[config.mk]
export PLATFORM = sky130hd
export DESIGN_NAME = htm_div
export DESIGN_NICKNAME = d
export VERILOG_FILES = /design/src/sv/htm_pkg.sv /design/src/sv/htm_div.sv
export SDC_FILE = /design/constraint.sdc
export NUM_CORES = 2
export LEC_CHECK = 0
export BUFFER_PORTS_ARGS = -buffer_cell sky130_fd_sc_hd__clkbuf_2
export CELL_PAD_IN_SITES_DETAIL_PLACEMENT = 1
export CELL_PAD_IN_SITES_GLOBAL_PLACEMENT = 1
export CORE_ASPECT_RATIO = 1.25
export CORE_UTILIZATION = 30
export CTS_CLUSTER_DIAMETER = 30
export DETAILED_ROUTE_END_ITERATION = 10
export GPL_ROUTABILITY_DRIVEN = 0
export HOLD_SLACK_MARGIN = 0.12
export PLACE_DENSITY_LB_ADDON = 0.1
export SLEW_MARGIN = 20
export SYNTH_ARGS = -nofsm -noshare
export SYNTH_HDL_FRONTEND = slang
export SYNTH_SLANG_ARGS = --single-unit
[constraint.sdc]
create_clock -name clk -period 11.2 [get_ports clk]
set_clock_uncertainty 0.15 [all_clocks]
set_input_delay 0.56 -clock clk [delete_from_list [all_inputs] [get_ports clk]]
set_output_delay 0.56 -clock clk [all_outputs]
set_load 0.03 [all_outputs]
[src/sv/htm_pkg.sv]
// ----------------------------------------------------------------------------
// htm_pkg: shared types and constants of the HDR tone-mapping pipeline
// Widths of the fixed-point path and the beats passed between stages.
// ----------------------------------------------------------------------------
package htm_pkg;

  localparam int FRAC_BITS = 16;
  localparam int INT_BITS  = 10;
  localparam int X_W       = INT_BITS + FRAC_BITS;
  localparam int GAIN_W    = 24;
  localparam int GAIN_FRAC = 16;
  localparam int PROD_W    = X_W + GAIN_W;
  localparam int P_W       = X_W + GAIN_W - GAIN_FRAC;
  localparam int NUM_W     = P_W + 10;
  localparam int DEN_W     = P_W + 2;
  localparam int SIG_W     = 24 + FRAC_BITS;
  localparam int N_CH      = 3;
  localparam int DIV_ST    = 4;

  localparam logic [GAIN_W-1:0] GAIN_RESET = GAIN_W'(484249);
  localparam logic [7:0]        EXP_SAT    = 8'd137;
  localparam logic [7:0]        EXP_BIAS_S = 8'd150;
  localparam logic [7:0]        EXP_SPEC   = 8'hFF;
  localparam logic [7:0]        FULL_8     = 8'hFF;

  typedef struct packed {
    logic [X_W-1:0] x;
    logic           inf;
  } dchan_t;

  typedef struct packed {
    dchan_t [N_CH-1:0] ch;
    logic              last;
  } dec_t;

  typedef struct packed {
    logic [P_W-1:0] p;
    logic           inf;
  } pchan_t;

  typedef struct packed {
    logic [NUM_W-1:0] rem;
    logic [DEN_W-1:0] den;
    logic [7:0]       q;
    logic             inf;
  } qchan_t;

  typedef struct packed {
    qchan_t [N_CH-1:0] ch;
    logic              last;
  } div_t;

endpackage

[src/sv/htm_div.sv]
// ----------------------------------------------------------------------------
// htm_div: pipelined restoring divider
// Four stages, two quotient bits each, give the 8-bit rounded channel.
// ----------------------------------------------------------------------------
module htm_div (
  input  logic          clk,
  input  logic          rst,
  input  logic          up_valid,
  input  htm_pkg::div_t up_data,
  output logic          up_ready,
  input  logic          dn_ready,
  output logic          valid,
  output htm_pkg::div_t data
);

  htm_pkg::div_t st      [htm_pkg::DIV_ST];
  htm_pkg::div_t src     [htm_pkg::DIV_ST];
  htm_pkg::div_t st_next [htm_pkg::DIV_ST];
  logic [htm_pkg::DIV_ST-1:0] v;
  logic [htm_pkg::DIV_ST-1:0] src_v;
  logic [htm_pkg::DIV_ST:0]   en;

  assign en[htm_pkg::DIV_ST] = dn_ready;
  assign up_ready            = en[0];
  assign valid               = v[htm_pkg::DIV_ST-1];
  assign data                = st[htm_pkg::DIV_ST-1];

  for (genvar j = 0; j < htm_pkg::DIV_ST; j++) begin : g_st
    if (j == 0) begin : g_first
      assign src[j]   = up_data;
      assign src_v[j] = up_valid;
    end else begin : g_rest
      assign src[j]   = st[j-1];
      assign src_v[j] = v[j-1];
    end

    assign en[j] = !v[j] || en[j+1];

    // Take two quotient bits: subtract the shifted divisor where it fits
    always_comb begin
      st_next[j] = src[j];
      for (int c = 0; c < htm_pkg::N_CH; c++) begin
        for (int b = 0; b < 2; b++) begin
          logic [htm_pkg::NUM_W-1:0] trial;
          int                        k;
          k     = 7 - 2 * j - b;
          trial = htm_pkg::NUM_W'(st_next[j].ch[c].den) << k;
          if (st_next[j].ch[c].rem >= trial) begin
            st_next[j].ch[c].rem  = st_next[j].ch[c].rem - trial;
            st_next[j].ch[c].q[k[2:0]] = 1'b1;
          end
        end
      end
    end

    always_ff @(posedge clk) begin
      if (rst) begin
        v[j] <= 1'b0;
      end else if (en[j]) begin
        v[j] <= src_v[j];
      end
    end

    always_ff @(posedge clk) begin
      if (en[j]) begin
        st[j] <= st_next[j];
      end
    end
  end

endmodule

==> results.yml <==
status:
  status: "complete, no violations"
cells_and_area:
  final_nets: 11736
  syn_to_final_growth_pct: 20.0
  design_area_mm2: 0.109
  finalNonFillerCells: 14763
  nFillCells: 34334
  drive_above_1_share_pct: 14.7
placement:
  io_buffers: 541
  dpl-instance-area_mm2: 0.0981
  dp.cells: 14066
  dp_hpwl_mm: 278
setup_path:
  startpoint: "st[2][103]"
  timing.rr.start: "st[2][103]"
  endpoint: "st[3][139]"
  crit_type: "reg2reg"
  rrSetupSlack_ps: 2070
  worst_ep_arrival_time_ps: 9560
  reg2reg_depth: 24
  required_ps: 11630
  r2r-end: "st[3][139]"
  critPathMaxFanout: 35
  startpoint_type: "register"
  cp-end-kind: "register"
clocking:
  root_buffer: "clkbuf_16"
  htree_num_levels: 5
  clock_latency_ps: 830
  cts_setup_buffers: 0
  cts_sinks: 1076
  clockBufferDepth: 4
  cts_buffers: 273
  cts_tree: "built"
  path_clk_slew_ps: 40
  holdBufCountCts: 207
  cts_resized: 0
pwr:
  power_leakage_nw: 46.6
  powerDensity_mw_per_mm2: 400
  ir_worst_vdd_mv: 0.119
global_route:
  grt_max_degree: 115
  grt_util_all_layers_pct: 21.4
  grt_pass1_vias: 82140
  antenna_found_initial: 35
  grt_overflow: 0
  grt_first_pass_wirelength_mm: 501
drt:
  via_per_inst: 5.20
  wl_mm: 334
  first_pass_iters: 5
  wl_per_cell_um: 22.6
  drtIter0Drc: 3044
  vias: 76771
  drc: 0
  ant_nets: 0
synth:
  netlist_area_mm2: 0.0908
  async_flop_share_pct: 0
  syn_area_per_cell_um2: 9.33
  synthDistinctLibCells: 109
  syn_inst: 9727
  synth_edf_count: 1072
  yosys_most_used_dff: "edfxtp_1"
  synthesis.nets: 10887
  yosysSeqAreaShare_pct: 35.5
  synth-seq-cells: 1076
  yosys_warnings: 0
timing:
  drv_slew: 0
  fin_crit_sh_pct: 81.5
  min_period_ps: 9130
  finalSetupTns_ps: 0
  finalHoldViolCount: 0
  max_slew_margin_pct: 22.0
  clock.fmax_mhz: 110
  rsz0062_at_grt: "no"
  setup_viol: 0
  tightest_slew_ps: 1160
worst_hold_path:
  hold_path.class: "in2reg"
floorplan:
  fp.dieH_um: 617
  die_w_um: 494
  die_area_mm2: 0.305
  fp.coreArea_mm2: 0.301
  row_count: 225
  initial_core_util_pct: 30.2
  ios: 542
job:
  cap_violations: 0
==> through the flow <==
step / utilization, % / hold slack, ps / power [W] / setup slack (ps)
finish: 36.2 / 172 / 0.0436 / 2070
global route: 36.2 / 144 / 0.0471 / 1480
CTS: 36.2 / 121 / 0.0439 / 1910
detailed placement: 32.6 / 256 / 0.0359 / 1890
global placement: 32.6 / 251 / 0.0356 / 1990
floorplan: - / 250 / 0.0285 / 3410
==> area by class of cell <==
| cell class | count | area [um^2] | share of cell area, % |
|---|---|---|---|
| Timing Repair Buffer | 814 | 5310 | 4.88 |
| Clock inverter | 166 | 1640 | 1.50 |
| Clock buffer | 310 | 7100 | 6.52 |
| Multi-Input combinational cell | 7702 | 54900 | 50.4 |
| Inverter | 709 | 2680 | 2.46 |
| Antenna cell | 14 | 35.0 | 0.0322 |
| Sequential cell | 1076 | 32300 | 29.6 |
| Tap cell | 3972 | 4970 | 4.56 |
==> state kept, by name (all words and copies together), names as in the netlist <==
register and count:
src_v 3, st 1072, valid 1
==> critical path, stage by stage, from the launching register on <==
cell	delay (ps)
edfxtp_1	420
inv_1	120
ha_1	390
o211ai_1	110
a21oi_1	320
o21ai_2	150
a21boi_2	340
nor4_2	110
nor3_1	470
or2_2	630
nor2_1	90
a21oi_1	280
ha_1	370
o211ai_1	210
a21oi_1	100
o2111ai_1	300
a311oi_1	230
o21ai_1	320
a21oi_1	150
o32ai_1	910
o21ai_0	370
a2111o_1	450
or4_4	670
nor2_8	730
mux2_2	430
==> cell usage after synthesis, types with 33 or more instances <==
| master | n | area, um^2 |
|---|---|---|
| o21bai_1 | 120 | 901 |
| nor2_1 | 718 | 2700 |
| and3_1 | 99 | 619 |
| nand3_1 | 172 | 861 |
| a211oi_1 | 74 | 556 |
| clkbuf_1 | 161 | 604 |
| a21o_1 | 453 | 3400 |
| a21oi_1 | 1018 | 5090 |
| o211ai_1 | 56 | 420 |
| mux2i_1 | 42 | 420 |
| o31a_1 | 34 | 298 |
| inv_1 | 709 | 2660 |
| nor3_1 | 143 | 716 |
| nor4_1 | 44 | 275 |
| a31oi_1 | 82 | 513 |
| o31ai_1 | 68 | 510 |
| or3_1 | 62 | 388 |
| o21ai_0 | 583 | 2920 |
| edfxtp_1 | 1072 | 32200 |
| nand2b_1 | 126 | 788 |
| ha_1 | 864 | 10800 |
| a21boi_0 | 33 | 248 |
| or2_2 | 55 | 344 |
| nor2b_1 | 123 | 769 |
| nand2_1 | 689 | 2590 |
| nand4_1 | 167 | 1040 |
| xnor2_1 | 538 | 4710 |
| buf_2 | 48 | 240 |
| and2_1 | 58 | 363 |
| o21a_1 | 135 | 1010 |
| mux2_2 | 390 | 4390 |
| xor2_1 | 250 | 2190 |
==> layer usage <==
layer,GRT usage (%),wire length (um),up-vias,part of all wire (%)
met3,2.58,9860,607,2.9
met4,11.1,18800,10,5.6
met2,38.1,163000,1283,49
met5,0,64,-,0.019
met1,25.1,142000,37095,43
li1,-,-,37776,-
==> report_power, final <==
| part | total [W] | internal, W | leakage, nW | switching [W] |
|---|---|---|---|---|
| Sequential | 0.00772 | 0.00678 | 11.2 | 0.000939 |
| Combinational | 0.0284 | 0.0121 | 31.1 | 0.0163 |
| Clock | 0.00749 | 0.00503 | 4.22 | 0.00245 |
==> layout by cell type, fill, tap and decap left out, types with 42 or more instances in the layout <==
cell type,count
o21a_1,135
nor2_1,714
mux2i_1,42
or3_1,62
and2_1,58
a21oi_1,1018
nand2_1,685
nand3_1,171
dlygate4sd3_1,207
a31oi_1,82
xnor2_1,538
o211ai_1,56
clkbuf_16,279
nand2b_1,126
ha_1,864
clkbuf_2,541
a21o_1,453
nor2b_1,123
inv_1,707
buf_4,63
mux2_2,390
o31ai_1,67
nor3_1,142
xor2_1,250
o21ai_0,583
or2_2,55
and3_1,98
a211oi_1,74
nand4_1,167
edfxtp_1,1072
o21bai_1,120
nor4_1,42
==> worst min-delay path by stage <==
| stage | to | slack (ps) | cells past startpoint | start |
|---|---|---|---|---|
| 3_5_place_dp | st[3][97] | 260 | 0 | st[2][97] |
| 4_1_cts | st[0][240] | 120 | 3 | up_data[240] |
| 2_1_floorplan | st[1][0] | 250 | 0 | st[0][0] |
| 3_3_place_gp | st[2][0] | 250 | 0 | st[1][0] |
| 6_report | st[0][82] | 170 | 3 | up_data[82] |
| 5_1_grt | st[0][240] | 140 | 3 | up_data[240] |
==> cells by family (layout without fill, tap and decap cells) <==
family          Yosys count  in the layout  share of synthesized area [%]
compound gates         2967           2967                           20.6
xor+xnor                788            788                           7.60
fa+ha+maj               888            888                           12.4
buf+inv                 949           1999                           4.09
flops                  1076           1076                           35.5
mux                     460            460                           5.76
other cells               0             14                              0
simple gates           2599           2599                           14.0
(Power assumes the default switching activity.)
