[src/sv/htm_pkg.sv]
// ----------------------------------------------------------------------------
// htm_pkg: shared types and constants of the HDR tone-mapping pipeline
// Widths of the fixed-point path and the beats passed between stages.
// ----------------------------------------------------------------------------
package htm_pkg;

  localparam int FRAC_BITS = 16;
  localparam int INT_BITS  = 10;
  localparam int X_W       = INT_BITS + FRAC_BITS;
  localparam int GAIN_W    = 24;
  localparam int GAIN_FRAC = 16;
  localparam int PROD_W    = X_W + GAIN_W;
  localparam int P_W       = X_W + GAIN_W - GAIN_FRAC;
  localparam int NUM_W     = P_W + 10;
  localparam int DEN_W     = P_W + 2;
  localparam int SIG_W     = 24 + FRAC_BITS;
  localparam int N_CH      = 3;
  localparam int DIV_ST    = 4;

  localparam logic [GAIN_W-1:0] GAIN_RESET = GAIN_W'(484249);
  localparam logic [7:0]        EXP_SAT    = 8'd137;
  localparam logic [7:0]        EXP_BIAS_S = 8'd150;
  localparam logic [7:0]        EXP_SPEC   = 8'hFF;
  localparam logic [7:0]        FULL_8     = 8'hFF;

  typedef struct packed {
    logic [X_W-1:0] x;
    logic           inf;
  } dchan_t;

  typedef struct packed {
    dchan_t [N_CH-1:0] ch;
    logic              last;
  } dec_t;

  typedef struct packed {
    logic [P_W-1:0] p;
    logic           inf;
  } pchan_t;

  typedef struct packed {
    logic [NUM_W-1:0] rem;
    logic [DEN_W-1:0] den;
    logic [7:0]       q;
    logic             inf;
  } qchan_t;

  typedef struct packed {
    qchan_t [N_CH-1:0] ch;
    logic              last;
  } div_t;

endpackage

[src/sv/htm_if.sv]
// ----------------------------------------------------------------------------
// htm_if: stream channels of the tone-mapping block
// Pixel input, pixel output and the exposure gain write channel.
// ----------------------------------------------------------------------------
interface htm_pix_in_if;
  logic        valid;
  logic        ready;
  logic [31:0] red_in;
  logic [31:0] green_in;
  logic [31:0] blue_in;
  logic        last_pixel_in;
  modport source (output valid, red_in, green_in, blue_in, last_pixel_in, input ready);
  modport sink   (input valid, red_in, green_in, blue_in, last_pixel_in, output ready);
endinterface


[src/sv/htm_decode.sv]
// ----------------------------------------------------------------------------
// htm_decode: float32 to unsigned fixed-point decode stage
// Turns each channel into Q10.FRAC_BITS with saturation and flags +Inf.
// ----------------------------------------------------------------------------
module htm_decode (
  input  logic                clk,
  input  logic                rst,
  htm_pix_in_if.sink          pix_in,
  input  logic                dn_ready,
  output logic                valid,
  output htm_pkg::dec_t       data
);

  logic          en;
  htm_pkg::dec_t data_next;
  logic [31:0]   bits [htm_pkg::N_CH];

  assign en           = !valid || dn_ready;
  assign pix_in.ready = en;
  assign bits[0]      = pix_in.red_in;
  assign bits[1]      = pix_in.green_in;
  assign bits[2]      = pix_in.blue_in;

  // Decode each channel: sign, zero, NaN give 0; large values saturate
  always_comb begin
    data_next      = '0;
    data_next.last = pix_in.last_pixel_in;
    for (int c = 0; c < htm_pkg::N_CH; c++) begin
      logic [7:0]               expo;
      logic [22:0]              mant;
      logic                     sgn;
      logic [htm_pkg::SIG_W-1:0] wide;
      logic [7:0]               rs;
      expo = bits[c][30:23];
      mant = bits[c][22:0];
      sgn  = bits[c][31];
      wide = htm_pkg::SIG_W'({1'b1, mant}) << htm_pkg::FRAC_BITS;
      rs   = htm_pkg::EXP_BIAS_S - expo;
      data_next.ch[c].inf = (expo == htm_pkg::EXP_SPEC) && (mant == '0) && !sgn;
      if (sgn || expo == '0 || expo == htm_pkg::EXP_SPEC) begin
        data_next.ch[c].x = '0;
      end else if (expo >= htm_pkg::EXP_SAT) begin
        data_next.ch[c].x = '1;
      end else begin
        data_next.ch[c].x = htm_pkg::X_W'(wide >> rs);
      end
    end
  end

  // Advance the stage when the next one can take it
  always_ff @(posedge clk) begin
    if (rst) begin
      valid <= 1'b0;
    end else if (en) begin
      valid <= pix_in.valid;
    end
  end

  always_ff @(posedge clk) begin
    if (en) begin
      data <= data_next;
    end
  end

endmodule

[src/flat_wrapper.sv]
// flat-port wrapper written by rule: the top's interface ports become plain ports
module htm_decode_flat 
  (clk, rst, dn_ready, valid, data, pix_in_valid, pix_in_red_in, pix_in_green_in, pix_in_blue_in, pix_in_last_pixel_in, pix_in_ready);
  htm_pix_in_if pix_in_i ();
  input  logic clk;
  input  logic rst;
  input  logic dn_ready;
  output logic valid;
  output htm_pkg::dec_t data;
  input wire logic [$bits(pix_in_i.valid)-1:0] pix_in_valid;
  input wire logic [$bits(pix_in_i.red_in)-1:0] pix_in_red_in;
  input wire logic [$bits(pix_in_i.green_in)-1:0] pix_in_green_in;
  input wire logic [$bits(pix_in_i.blue_in)-1:0] pix_in_blue_in;
  input wire logic [$bits(pix_in_i.last_pixel_in)-1:0] pix_in_last_pixel_in;
  output wire logic [$bits(pix_in_i.ready)-1:0] pix_in_ready;
  assign pix_in_i.valid = pix_in_valid;
  assign pix_in_i.red_in = pix_in_red_in;
  assign pix_in_i.green_in = pix_in_green_in;
  assign pix_in_i.blue_in = pix_in_blue_in;
  assign pix_in_i.last_pixel_in = pix_in_last_pixel_in;
  assign pix_in_ready = pix_in_i.ready;
  htm_decode u_core (.clk(clk), .rst(rst), .pix_in(pix_in_i), .dn_ready(dn_ready), .valid(valid), .data(data));
endmodule
[config.mk]
export PLATFORM = sky130hd
export DESIGN_NAME = htm_decode_flat
export DESIGN_NICKNAME = d
export VERILOG_FILES = /design/src/sv/htm_pkg.sv /design/src/sv/htm_if.sv /design/src/sv/htm_decode.sv /design/src/flat_wrapper.sv
export SDC_FILE = /design/constraint.sdc
export NUM_CORES = 1
export LEC_CHECK = 0
export ABC_AREA = 1
export BUFFER_PORTS_ARGS = -buffer_cell sky130_fd_sc_hd__buf_2
export CAP_MARGIN = 20
export CELL_PAD_IN_SITES_DETAIL_PLACEMENT = 0
export CELL_PAD_IN_SITES_GLOBAL_PLACEMENT = 1
export CORE_UTILIZATION = 33
export DETAILED_ROUTE_END_ITERATION = 8
export PLACE_DENSITY_LB_ADDON = 0.1
export SETUP_SLACK_MARGIN = 0.2
export SYNTH_ARGS = -nofsm -noshare
export SYNTH_HDL_FRONTEND = slang
export SYNTH_SLANG_ARGS = --single-unit
export TNS_END_PERCENT = 30
[constraint.sdc]
create_clock -name clk -period 7.63 [get_ports clk]
set_input_delay 0.3815 -clock clk [delete_from_list [all_inputs] [get_ports clk]]
set_output_delay 0.3815 -clock clk [all_outputs]
set_load 0.02 [all_outputs]
==> metrics.md <==
| Metric | Value |
|---|---|
| Run status | `finished clean` |
| Drt first pass iters | `5` |
| Unique masters post-synth | `39` |
| Final Hold Vio Count | `0` |
| Detailed Place HPWL | `27.55 mm` |
| FF-to-FF End | `u_core.data[2]$_SDFFCE_PP0P_` |
| Period utilization | `56.87%` |
| Synth area leaders | `nand3_1, edfxtp_1, nand2_1` |
| Max Clock Freq | `0.2304 GHz` |
| Seq cells post-synth | `83` |
| TritonCTS buffer count | `9` |
| Setup crit start | `pix_in_red_in[23]` |
| RSZ-0062 raised after global routing | `false` |
| Startpoint types | `input pin` |
| Total congestion overflow | `0` |
| Core area | `27030 µm²` |
| Final hold slack | `177.6 ps` |
| Postcts setup bufs | `0` |
| Fin cells | `1928` |
| P_leak | `4.897 nW` |
| Std cell rows | `60` |
| Vias in the first global route | `10390` |
| Worst r2r src | `u_core.valid$_SDFFE_PP0P_` |
| DR vias/cell | `5.740` |
| Post-route minimum period | `4340 ps` |
| Routed WL | `36.52 mm` |
| Syn nets | `1590` |
| Post-cts resize count | `0` |
| Chip height | `168.1 µm` |
| Worst-margin pin slew | `1080 ps` |
| CP max FO | `30` |
| Die Area | `28250 µm²` |
| EDFF count, synth | `82` |
| Slew headroom | `27.71%` |
| Max incr delay on CP | `1140 ps` |
| # clock sinks | `83` |
| Final TNS setup | `0 ps` |
| Final GP Congestion | `0.9417` |
| Hold_buf cts | `0` |
| Post-Synthesis Cell Area | `9101 µm²` |
| Critical path's top delay family | `buffers and inverters` |
| Residual DRC | `0` |
| Critical path cell sequence | `buf_2 > clkinv_1 > ha_1 > inv_1 > or2_1 > nor2_1 > a21oi_1 > nand2_1 > nand4_1 > a21oi_1` |
| Worst Hold Class | `input pin to flop` |
| Crit path depth | `10` |
| Highest metal layer with signal wires | `met4` |
| Synthesized area per cell | `6.162 µm²` |
| WP buf/inv | `3` |
| Fill cells | `3047` |
| Io pins | `185` |
| Post-synth top area cell | `nand3_1` |
| Reg clk slew, reported paths | `70 ps` |
| # Max-Cap Violations | `0` |
| Initial DRC Count | `1049` |
| Placed Area | `10090 µm²` |
| Worst setup endpoint | `u_core.data[16]$_SDFFCE_PP0P_` |
| DR WL/cell | `18.94 µm` |
| H-tree levels | `3` |
| Root buf cell | `clkbuf_16` |
| Clock Path Buffers | `2` |
| Slew Limit Fails | `0` |
| Fin area | `10420 µm²` |
| Placed cell count | `1912` |
| Ys async rst share | `0%` |
| Antenna viol nets, final | `0` |
| VDD IR max | `0.09469 mV` |
| CTS tree | `done` |
| Final setup viols | `0` |
| Worst Path Arrival | `4510 ps` |
| Area Overhead vs Synth | `14.44%` |
| Nets | `1695` |
| Initial antenna violation count | `0` |
| Global Route Usage Sum | `26.14%` |
| Top cell type's share of synthesized area | `28.65%` |
| Synth Warn # | `0` |
| Starting Density | `33.68%` |
| Crit path capture type | `flop` |
| Pin count of the biggest net entering global routing | `53` |
| Critical path type | `input pin to flop` |
| Worst skew pair latency | `350 ps` |
| R2r setup slk | `5790 ps` |
| Share of layout cells above drive strength 1 | `14.93%` |
| Die width | `168.1 µm` |
| Worst Clk Skew | `8.876 ps` |
| DR WL met2 | `16.73 mm` |
| Cell count of the worst reg-to-reg path | `2` |
| Mapped Cells | `1477` |
| First-pass GRT wire length | `57.92 mm` |
| Via count | `11070` |
| DR WL met3 | `2.210 mm` |
| PD cells | `177.9 nW/µm²` |
| CP most frequent cell | `a21oi_1` |
| N_diodes | `0` |
| # port buffers | `184` |
| Met1 wire length | `16.52 mm` |
| Register area share after synthesis | `27.28%` |
| CP Data Required Time | `7800 ps` |
| Main synth FF type | `edfxtp_1` |
| Slowest CP cell | `ha_1` |
==> per-layer routing <==
metal	global-route usage (%)	vias to the layer above
met3	3.173	54
met2	42.95	452
li1	-	5381
met1	35.46	5179
met5	0	-
met4	8.854	0
==> registers in the layout, summed over array words and instances, names as in the netlist <==
signal / cells
u_core.data: 82
u_core.valid: 1
==> per-stage QoR <==
step	util, %	power [mW]	worst slack [ps]
after floorplan	-	1.119	4842
after global placement	37.24	1.362	2969
after detailed placement	37.33	1.359	3046
after CTS	38.54	1.855	3376
after global routing	38.54	1.972	2948
final	38.54	1.853	3290
==> cell usage after synthesis, types with 12 or more instances <==
master	n
buf_2	26
ha_1	12
edfxtp_1	82
a21oi_1	98
clkbuf_1	50
a31oi_1	18
nor2_1	36
nor4_1	15
inv_1	72
o21ai_1	16
nand3_1	521
nand2_1	399
o21ai_0	22
nand4_1	16
==> report_power, final <==
group | switching (mW) | internal (mW)
combinational | 0.562 | 0.224
sequential | 0.0178 | 0.554
clock | 0.204 | 0.290
==> cells in the final DEF (no fill, tap or decap), drive strengths merged <==
| cell type | n |
|---|---|
| a21oi | 98 |
| a31oi | 18 |
| and2 | 6 |
| buf | 194 |
| bufinv | 2 |
| clkbuf | 9 |
| clkinv | 7 |
| clkinvlp | 1 |
| dfxtp | 1 |
| edfxtp | 82 |
| ha | 12 |
| inv | 78 |
| nand2 | 407 |
| nand3 | 528 |
| nand3b | 2 |
| nand4 | 16 |
| nor2 | 39 |
| nor3 | 7 |
| nor3b | 1 |
| nor4 | 15 |
| o211ai | 5 |
| o21a | 4 |
| o21ai | 39 |
| o31ai | 1 |
| or2 | 2 |
| or4 | 6 |
| xnor2 | 1 |
| xor2 | 6 |
==> worst min path at each step <==
stage / start / end / slack (ps) / cells past startpoint
2_1_floorplan: rst / u_core.valid$_SDFFE_PP0P_ / 450 / 1
3_3_place_gp: rst / u_core.valid$_SDFFE_PP0P_ / 540 / 2
3_5_place_dp: rst / u_core.valid$_SDFFE_PP0P_ / 540 / 2
4_1_cts: rst / u_core.valid$_SDFFE_PP0P_ / 170 / 2
5_1_grt: rst / u_core.valid$_SDFFE_PP0P_ / 180 / 2
6_report: rst / u_core.valid$_SDFFE_PP0P_ / 180 / 2
==> logic make-up (layout without fill, tap and decap cells) <==
| group | after synthesis | count (layout) | share of synthesized area (%) |
|---|---|---|---|
| xor gates and xnor gates | 7 | 7 | 0.7562 |
| adders and majority gates | 12 | 12 | 1.650 |
| DFF | 83 | 83 | 27.28 |
| buffers and inverters | 181 | 291 | 8.482 |
| AOI/OAI and AO/OA | 165 | 165 | 9.637 |
| and+or+nand+nor | 1029 | 1029 | 52.20 |
==> area by class of cell <==
| cell class | instances | area (µm²) | area share (%) |
|---|---|---|---|
| sequential | 83 | 2482 | 23.83 |
| clock inverter | 7 | 100.1 | 0.9611 |
| tap | 341 | 426.7 | 4.097 |
| inverter | 81 | 304.0 | 2.919 |
| clock buffer | 9 | 225.2 | 2.162 |
| multi-input combinational | 1213 | 5869 | 56.36 |
| timing repair buffer | 194 | 1007 | 9.671 |
Power figures use the tool's default switching activity.
